==> config.mk <==
export PLATFORM = sky130hd
export DESIGN_NAME = ir_pulse_pattern_hash
export DESIGN_NICKNAME = d
export VERILOG_FILES = /design/src/rtl/ipph_pkg.sv /design/src/rtl/ipph_front.sv /design/src/rtl/ipph_queue.sv /design/src/rtl/ipph_back.sv /design/src/rtl/ir_pulse_pattern_hash.sv
export VERILOG_INCLUDE_DIRS = /design/src /design/src/rtl
export SDC_FILE = /design/constraint.sdc
export NUM_CORES = 1
export LEC_CHECK = 0
export BUFFER_PORTS_ARGS = -buffer_cell sky130_fd_sc_hd__buf_2
export CAP_MARGIN = 5
export CELL_PAD_IN_SITES_DETAIL_PLACEMENT = 2
export CELL_PAD_IN_SITES_GLOBAL_PLACEMENT = 2
export CORE_MARGIN = 4
export CORE_UTILIZATION = 40
export DETAILED_ROUTE_END_ITERATION = 10
export PLACE_DENSITY = 0.87
export SLEW_MARGIN = 25
export SYNTH_ARGS = -nofsm -noshare
export SYNTH_HDL_FRONTEND = slang
export SYNTH_SLANG_ARGS = --single-unit
==> constraint.sdc <==
create_clock -name clk -period 12.62 [get_ports clk]
set_input_delay 0 -clock clk [delete_from_list [all_inputs] [get_ports clk]]
set_output_delay 0 -clock clk [all_outputs]
set_load 0.005 [all_outputs]
==> src/rtl/ir_pulse_pattern_hash_defines.svh <==
// ----------------------------------------------------------------------------
// ir_pulse_pattern_hash_defines
// assertion macros used by the pulse pattern hash top level
// ----------------------------------------------------------------------------
`ifndef IR_PULSE_PATTERN_HASH_DEFINES_SVH
`define IR_PULSE_PATTERN_HASH_DEFINES_SVH

// checked only while out of reset
`define IPPH_ASSERT(lbl, prop, msg) \
    lbl: assert property (@(posedge clk) disable iff (!rst_n) (prop)) else $error(msg);

// checked at every edge, reset included
`define IPPH_ASSERT_ALWAYS(lbl, prop, msg) \
    lbl: assert property (@(posedge clk) (prop)) else $error(msg);

`endif

==> src/rtl/ipph_pkg.sv <==
// ----------------------------------------------------------------------------
// ipph_pkg
// types and constants of the pulse pattern hash
// ----------------------------------------------------------------------------
package ipph_pkg;

    localparam int DURATION_BITS_DEF = 16;
    localparam int HASH_BITS         = 32;
    localparam int COUNT_BITS        = 3;

    localparam logic [HASH_BITS-1:0] HASH_PRIME = 32'd16777619;
    localparam logic [HASH_BITS-1:0] HASH_BASIS = 32'd2166136261;

    localparam logic [COUNT_BITS-1:0] MIN_SAMPLES    = 3'd6;
    localparam logic [COUNT_BITS-1:0] FIRST_COMPARED = 3'd3;

    // power of two, pointers wrap on their own
    localparam int QUEUE_DEPTH = 2;
    localparam int QUEUE_PTR_W = $clog2(QUEUE_DEPTH);
    localparam int QUEUE_CNT_W = $clog2(QUEUE_DEPTH + 1);

    typedef enum logic [1:0] {
        CMP_SHORTER = 2'd0,
        CMP_EQUAL   = 2'd1,
        CMP_LONGER  = 2'd2
    } cmp_code_t;

    typedef struct packed {
        cmp_code_t code;
        logic      do_hash;
        logic      last;
        logic      enough;
    } entry_t;

    typedef struct packed {
        logic full;
        logic empty;
    } queue_status_t;

endpackage

==> src/rtl/ipph_front.sv <==
// ----------------------------------------------------------------------------
// ipph_front
// accepts durations, keeps the two previous ones and classifies each
// ----------------------------------------------------------------------------
module ipph_front #(
    parameter int DURATION_BITS = ipph_pkg::DURATION_BITS_DEF
) (
    input  logic                          clk,
    input  logic                          rst_n,
    input  logic                          sample_valid,
    output logic                          sample_stall,
    input  logic [DURATION_BITS-1:0]      duration,
    input  logic                          last_sample,
    input  ipph_pkg::queue_status_t       q_status,
    output logic                          push,
    output ipph_pkg::entry_t              push_entry
);

    localparam int PROD_W = DURATION_BITS + 3;

    logic [DURATION_BITS-1:0]        previous_reg;
    logic [DURATION_BITS-1:0]        older_reg;
    logic [ipph_pkg::COUNT_BITS-1:0] count_reg;
    logic [ipph_pkg::COUNT_BITS-1:0] count_next;
    logic [PROD_W-1:0]               new_x5;
    logic [PROD_W-1:0]               new_x4;
    logic [PROD_W-1:0]               old_x5;
    logic [PROD_W-1:0]               old_x4;
    ipph_pkg::cmp_code_t             code;

    assign sample_stall = q_status.full;
    assign push         = sample_valid && !sample_stall;

    assign new_x4 = {1'b0, duration, 2'b00};
    assign new_x5 = new_x4 + PROD_W'(duration);
    assign old_x4 = {1'b0, older_reg, 2'b00};
    assign old_x5 = old_x4 + PROD_W'(older_reg);

    // equal within 4/5 to 5/4 of the older duration, exact in integers
    always_comb
    begin
        if (new_x5 < old_x4)
        begin
            code = ipph_pkg::CMP_SHORTER;
        end
        else if (old_x5 < new_x4)
        begin
            code = ipph_pkg::CMP_LONGER;
        end
        else
        begin
            code = ipph_pkg::CMP_EQUAL;
        end
    end

    assign count_next = (count_reg < ipph_pkg::MIN_SAMPLES) ?
                        count_reg + 3'd1 : count_reg;

    always_comb
    begin
        push_entry.code    = code;
        push_entry.do_hash = (count_reg >= ipph_pkg::FIRST_COMPARED);
        push_entry.last    = last_sample;
        push_entry.enough  = (count_next >= ipph_pkg::MIN_SAMPLES);
    end

    always_ff @(posedge clk or negedge rst_n)
    begin
        if (!rst_n)
        begin
            previous_reg <= '0;
            older_reg    <= '0;
            count_reg    <= '0;
        end
        else if (push)
        begin
            if (last_sample)
            begin
                previous_reg <= '0;
                older_reg    <= '0;
                count_reg    <= '0;
            end
            else
            begin
                previous_reg <= duration;
                older_reg    <= previous_reg;
                count_reg    <= count_next;
            end
        end
    end

endmodule

==> src/rtl/ipph_queue.sv <==
// ----------------------------------------------------------------------------
// ipph_queue
// short fifo of classified requests between front and back
// ----------------------------------------------------------------------------
module ipph_queue (
    input  logic                    clk,
    input  logic                    rst_n,
    input  logic                    push,
    input  ipph_pkg::entry_t        push_entry,
    input  logic                    pop,
    output ipph_pkg::entry_t        head,
    output ipph_pkg::queue_status_t status
);

    ipph_pkg::entry_t                 mem [ipph_pkg::QUEUE_DEPTH];
    logic [ipph_pkg::QUEUE_PTR_W-1:0] wr_ptr_reg;
    logic [ipph_pkg::QUEUE_PTR_W-1:0] rd_ptr_reg;
    logic [ipph_pkg::QUEUE_CNT_W-1:0] count_reg;

    assign head         = mem[rd_ptr_reg];
    assign status.full  = (count_reg == ipph_pkg::QUEUE_CNT_W'(ipph_pkg::QUEUE_DEPTH));
    assign status.empty = (count_reg == '0);

    always_ff @(posedge clk)
    begin
        if (push)
        begin
            mem[wr_ptr_reg] <= push_entry;
        end
    end

    always_ff @(posedge clk or negedge rst_n)
    begin
        if (!rst_n)
        begin
            wr_ptr_reg <= '0;
            rd_ptr_reg <= '0;
            count_reg  <= '0;
        end
        else
        begin
            if (push)
            begin
                wr_ptr_reg <= wr_ptr_reg + 1'b1;
            end
            if (pop)
            begin
                rd_ptr_reg <= rd_ptr_reg + 1'b1;
            end
            if (push && !pop)
            begin
                count_reg <= count_reg + 1'b1;
            end
            else if (pop && !push)
            begin
                count_reg <= count_reg - 1'b1;
            end
        end
    end

endmodule

==> src/rtl/ipph_back.sv <==
// ----------------------------------------------------------------------------
// ipph_back
// folds comparison codes into the running hash and holds the result
// ----------------------------------------------------------------------------
module ipph_back (
    input  logic                                  clk,
    input  logic                                  rst_n,
    input  ipph_pkg::entry_t                      head,
    input  ipph_pkg::queue_status_t               q_status,
    output logic                                  pop,
    output logic                                  result_valid,
    input  logic                                  result_stall,
    output logic [ipph_pkg::HASH_BITS-1:0]        hash_value,
    output logic                                  hash_valid
);

    logic [ipph_pkg::HASH_BITS-1:0] hash_reg;
    logic [ipph_pkg::HASH_BITS-1:0] hash_mul;
    logic [ipph_pkg::HASH_BITS-1:0] hash_next;
    logic                           result_valid_reg;
    logic [ipph_pkg::HASH_BITS-1:0] hash_value_reg;
    logic                           hash_valid_reg;
    logic                           slot_free;

    assign slot_free = !result_valid_reg || !result_stall;
    // a frame end waits only for the result register
    assign pop       = !q_status.empty && (!head.last || slot_free);

    assign hash_mul  = hash_reg * ipph_pkg::HASH_PRIME;
    assign hash_next = head.do_hash ?
                       (hash_mul ^ {{(ipph_pkg::HASH_BITS-2){1'b0}}, head.code}) :
                       hash_reg;

    always_ff @(posedge clk or negedge rst_n)
    begin
        if (!rst_n)
        begin
            hash_reg         <= ipph_pkg::HASH_BASIS;
            result_valid_reg <= 1'b0;
        end
        else
        begin
            if (pop && head.last)
            begin
                result_valid_reg <= 1'b1;
            end
            else if (result_valid_reg && !result_stall)
            begin
                result_valid_reg <= 1'b0;
            end
            if (pop)
            begin
                if (head.last)
                begin
                    hash_reg <= ipph_pkg::HASH_BASIS;
                end
                else
                begin
                    hash_reg <= hash_next;
                end
            end
        end
    end

    always_ff @(posedge clk)
    begin
        if (pop && head.last)
        begin
            hash_value_reg <= head.enough ? hash_next : '0;
            hash_valid_reg <= head.enough;
        end
    end

    assign result_valid = result_valid_reg;
    assign hash_value   = hash_value_reg;
    assign hash_valid   = hash_valid_reg;

endmodule

==> src/rtl/ir_pulse_pattern_hash.sv <==
// ----------------------------------------------------------------------------
// ir_pulse_pattern_hash
// hash of the shorter / equal / longer pattern of one infrared frame
// ----------------------------------------------------------------------------
//  channel  | handshake                    | payload
//  ---------+------------------------------+-------------------------------
//  sample   | sample_valid / sample_stall  | duration, last_sample
//  result   | result_valid / result_stall  | hash_value, hash_valid
//
//  one duration per cycle unless stalled; front classifies and queues it, back
//  folds one code per cycle into the hash with a constant multiply and xor
//  a frame end passes through the queue and result register to result_valid
//  sample_stall rises only when the two-entry queue is full
//  a stalled result holds the queue only while a frame end is at its head
//  reset clears the queue, the frame state and the hash to its basis
`include "ir_pulse_pattern_hash_defines.svh"

module ir_pulse_pattern_hash #(
    parameter int DURATION_BITS = ipph_pkg::DURATION_BITS_DEF
) (
    input  logic                           clk,
    input  logic                           rst_n,
    input  logic                           sample_valid,
    output logic                           sample_stall,
    input  logic [DURATION_BITS-1:0]       duration,
    input  logic                           last_sample,
    output logic                           result_valid,
    input  logic                           result_stall,
    output logic [ipph_pkg::HASH_BITS-1:0] hash_value,
    output logic                           hash_valid
);

    logic                    push;
    logic                    pop;
    ipph_pkg::entry_t        push_entry;
    ipph_pkg::entry_t        head;
    ipph_pkg::queue_status_t q_status;

    ipph_front #(
        .DURATION_BITS (DURATION_BITS)
    ) u_front (
        .clk          (clk),
        .rst_n        (rst_n),
        .sample_valid (sample_valid),
        .sample_stall (sample_stall),
        .duration     (duration),
        .last_sample  (last_sample),
        .q_status     (q_status),
        .push         (push),
        .push_entry   (push_entry)
    );

    ipph_queue u_queue (
        .clk        (clk),
        .rst_n      (rst_n),
        .push       (push),
        .push_entry (push_entry),
        .pop        (pop),
        .head       (head),
        .status     (q_status)
    );

    ipph_back u_back (
        .clk          (clk),
        .rst_n        (rst_n),
        .head         (head),
        .q_status     (q_status),
        .pop          (pop),
        .result_valid (result_valid),
        .result_stall (result_stall),
        .hash_value   (hash_value),
        .hash_valid   (hash_valid)
    );

    `IPPH_ASSERT(a_short_frame_zero, (result_valid && !hash_valid) |-> (hash_value == '0), "short frame result must carry zero hash")
    `IPPH_ASSERT(a_no_overwrite, (pop && head.last) |-> (!result_valid || !result_stall), "frame end popped over a held result")
    `IPPH_ASSERT(a_no_pop_empty, pop |-> !q_status.empty, "pop from empty queue")
    `IPPH_ASSERT_ALWAYS(a_reset_quiet, !rst_n |=> (!result_valid && !sample_stall), "outputs active in reset")

endmodule

==> impl_metrics.json <==
{
  "boundaryPins": 56,
  "htree_levels": 4,
  "ys_ff_latch": 115,
  "start_util_pct": 40.58,
  "synthesis.nets": 1574,
  "grt_usage_pct": 28.40,
  "syn_area_per_cell_sq_um": 9.803,
  "top_usage_layer": "met2",
  "min_path_type": "input port to register",
  "dp_hpwl_mm": 33.60,
  "die_w_microns": 181.6,
  "regArea_sq_um": 3110,
  "finalCriticalPeriod_ns": 7.013,
  "synth_top_area_cell": "ha_1",
  "crit_fanout": 8,
  "crit_type": "register to register",
  "fin_crit_sh_pct": 55.57,
  "path_cells": "ha_1 -> ha_1 -> fa_1 -> ha_1 -> fa_1 -> ha_1 -> inv_1 -> fa_1 -> inv_1 -> ha_1 -> and4_1 -> nand4_1 -> a211oi_1 -> nor2_1 -> a21oi_1 -> a21oi_1 -> o21ai_0 -> a21oi_1 -> xor2_1 -> o21ai_0",
  "place_congestion": 0.8361,
  "firstDrtPassIters": 5,
  "grt_pass1_wl_mm": 71.21,
  "rsz0062_at_grt": "no",
  "antenna_found_initial": 1,
  "nets": 1647,
  "num-fill-cells": 3123,
  "max-cap-violations": 0,
  "coreArea_sq_um": 29720,
  "post_cts_resized": 0,
  "critPathLaunchType": "register",
  "wl_per_cell_microns": 27.19,
  "fmax_ghz": 0.1426,
  "post_synth_main_area_contributors": "ha_1 26%, fa_1 13%, dfrtp_1 12%",
  "die_area_sq_um": 32990,
  "dr.first_iter.drc_count": 540,
  "postCtsSetupRepairBufs": 0,
  "drive_gt1_share_pct": 9.574,
  "grtUsageMet3_pct": 5.449,
  "drc": 0,
  "maxSlewHeadroom_pct": 27.65,
  "drtAntennaViolNets": 0,
  "yosys_warnings": 0,
  "cp_num_buf_inv": 2,
  "outcome": "complete, no violations",
  "die_h_microns": 181.6,
  "max_stage_delay_ns": 0.88,
  "yosysUniqueCellTypes": 69,
  "dp.cells": 1654,
  "synthFlopType": "dfrtp_1",
  "cp_data_required_time_ns": 12.99,
  "ys_seq_area_share_pct": 25.80,
  "crit_arrival_ns": 7.38,
  "met1_usage_pct": 30.61,
  "clock-sinks": 115,
  "yosysTopAreaCellShare_pct": 25.63,
  "syn2layout_area_growth_pct": 12.55,
  "multi_input_area_sq_um": 8137,
  "setup_tns_ns": 0,
  "clock_latency_ns": 0.46,
  "worst_pin_slew_ns": 1.084,
  "drt-total-wl_mm": 46.41,
  "root_buffer": "clkbuf_16",
  "row_count": 63,
  "cts_buffers": 17,
  "timing.critical_path.mode_cell": "ha_1",
  "synth_edf_count": 43,
  "use_met2_pct": 51.84,
  "io_buffers": 55,
  "grt_overflow": 0,
  "instances_no_fill": 1707,
  "drv_slew": 0,
  "syn_area_sq_um": 12060,
  "critPathTopFamily": "adder cells",
  "skew_ns": 0.01594,
  "grt_max_degree": 56,
  "crit_path_end_kind": "register",
  "cts_tree": "built",
  "grt_pass1_vias": 11700,
  "async_flop_share_pct": 62.61,
  "finalHoldViolCount": 0,
  "slowest_stage": "a211oi_1",
  "synth_common_cells": "247 x ha_1, 194 x inv_1, 84 x nand2_1, 80 x a21oi_1, 76 x fa_1",
  "cts.clk_slew.worst_paths_ns": 0.07,
  "syn-instance-count": 1230,
  "via_count": 9918,
  "clock_path_buffers": 2,
  "setup-violations-final": 0,
  "yosysMostFrequentCell": "ha_1",
  "vias_per_cell": 5.810
}
-- cell families (layout without fill, tap and decap cells) --
kind of cell    after synthesis  count (layout)  share of synthesized area, %
compound gates              257             257                         13.85
xor+xnor                     72              72                         5.230
fa+ha+maj                   323             323                         38.25
buf+inv                     222             308                         7.004
flops                       115             115                         25.80
mux                           9               9                        0.7575
other cells                   0               1                             0
simple gates                232             232                         9.111
-- placed cells by master (no fill, tap or decap), types with 8 or more instances in the layout --
master         count
and2_1             8
clkbuf_16         17
buf_2             54
nand3_1           30
nor3_1            11
o21ai_0           54
ha_1             247
nand2b_1           9
a22o_1            17
o31ai_1           15
xor2_1            23
fa_1              76
a21o_1            17
dfrtp_1           58
a211oi_1           8
nand2_1           84
dfstp_2           14
edfxtp_1          43
a21oi_1           79
dlygate4sd3_1     19
nor2_1            57
o21a_1            15
xnor2_1           49
inv_1            194
-- layer usage --
metal | wire, microns | share of wire (%) | vias up
met5 | 13 | 0.028 | -
met4 | 2661 | 5.7 | 2
met3 | 1980 | 4.3 | 150
met2 | 24250 | 52 | 318
met1 | 17500 | 38 | 5079
li1 | - | - | 4369
-- metrics by stage --
| stage | area, sq um | util, % | hold slack [ns] | setup slack (ns) |
|---|---|---|---|---|
| 2_1_floorplan | 12060 | - | -0.2956 | 7.256 |
| 3_3_place_gp | 12770 | 42.98 | -0.1004 | 6.444 |
| 3_5_place_dp | 12780 | 43.00 | -0.09776 | 6.069 |
| 4_1_cts | 13530 | 45.53 | 0.05886 | 5.985 |
| 5_1_grt | 13570 | 45.66 | 0.08434 | 5.488 |
| 6_report | 13570 | 45.67 | 0.07605 | 5.607 |
-- cell type report --
type	instances	area share [%]
inverters	196	5.421
well taps	390	3.596
flip-flops and latches	115	22.92
clock inverters	14	0.9220
repair buffers	80	3.928
diodes	1	0.01844
multi-input cells	893	59.96
clock buffers	18	3.236
-- final timing paths --
check	cells after the start	from	slack [ns]	to
max in group asynchronous	3	rst_n	11.38	u_back.hash_reg[14]
min in group asynchronous	2	rst_n	0.11	u_back.hash_reg[24]
max reg2reg	20	u_back.hash_reg[6]	5.61	u_back.hash_reg[30]
min reg2reg	2	u_front.previous_reg[5]	0.49	u_front.previous_reg[5]
min	1	last_sample	0.08	u_queue.mem[0][1]
max	20	u_back.hash_reg[6]	5.61	u_back.hash_reg[30]
-- worst register-to-register path, delay by kind of cell (launching register included) --
kind | cells | cell delay, ns
xor gates and xnor gates | 1 | 0.16
and+or+nand+nor | 3 | 0.90
adders and majority gates | 8 | 3.18
buffers and inverters | 2 | 0.13
AOI/OAI and AO/OA | 6 | 1.85
DFF | 1 | 0.70
-- timing repair --
action,4_1_cts,5_1_grt
hold buffers,19,0
setup endpoints to repair,0,0
endpoints found under the hold margin,34,0
Power is not shown: default switching activity piles up to over one toggle a cycle in this logic, so the estimate is an artifact.
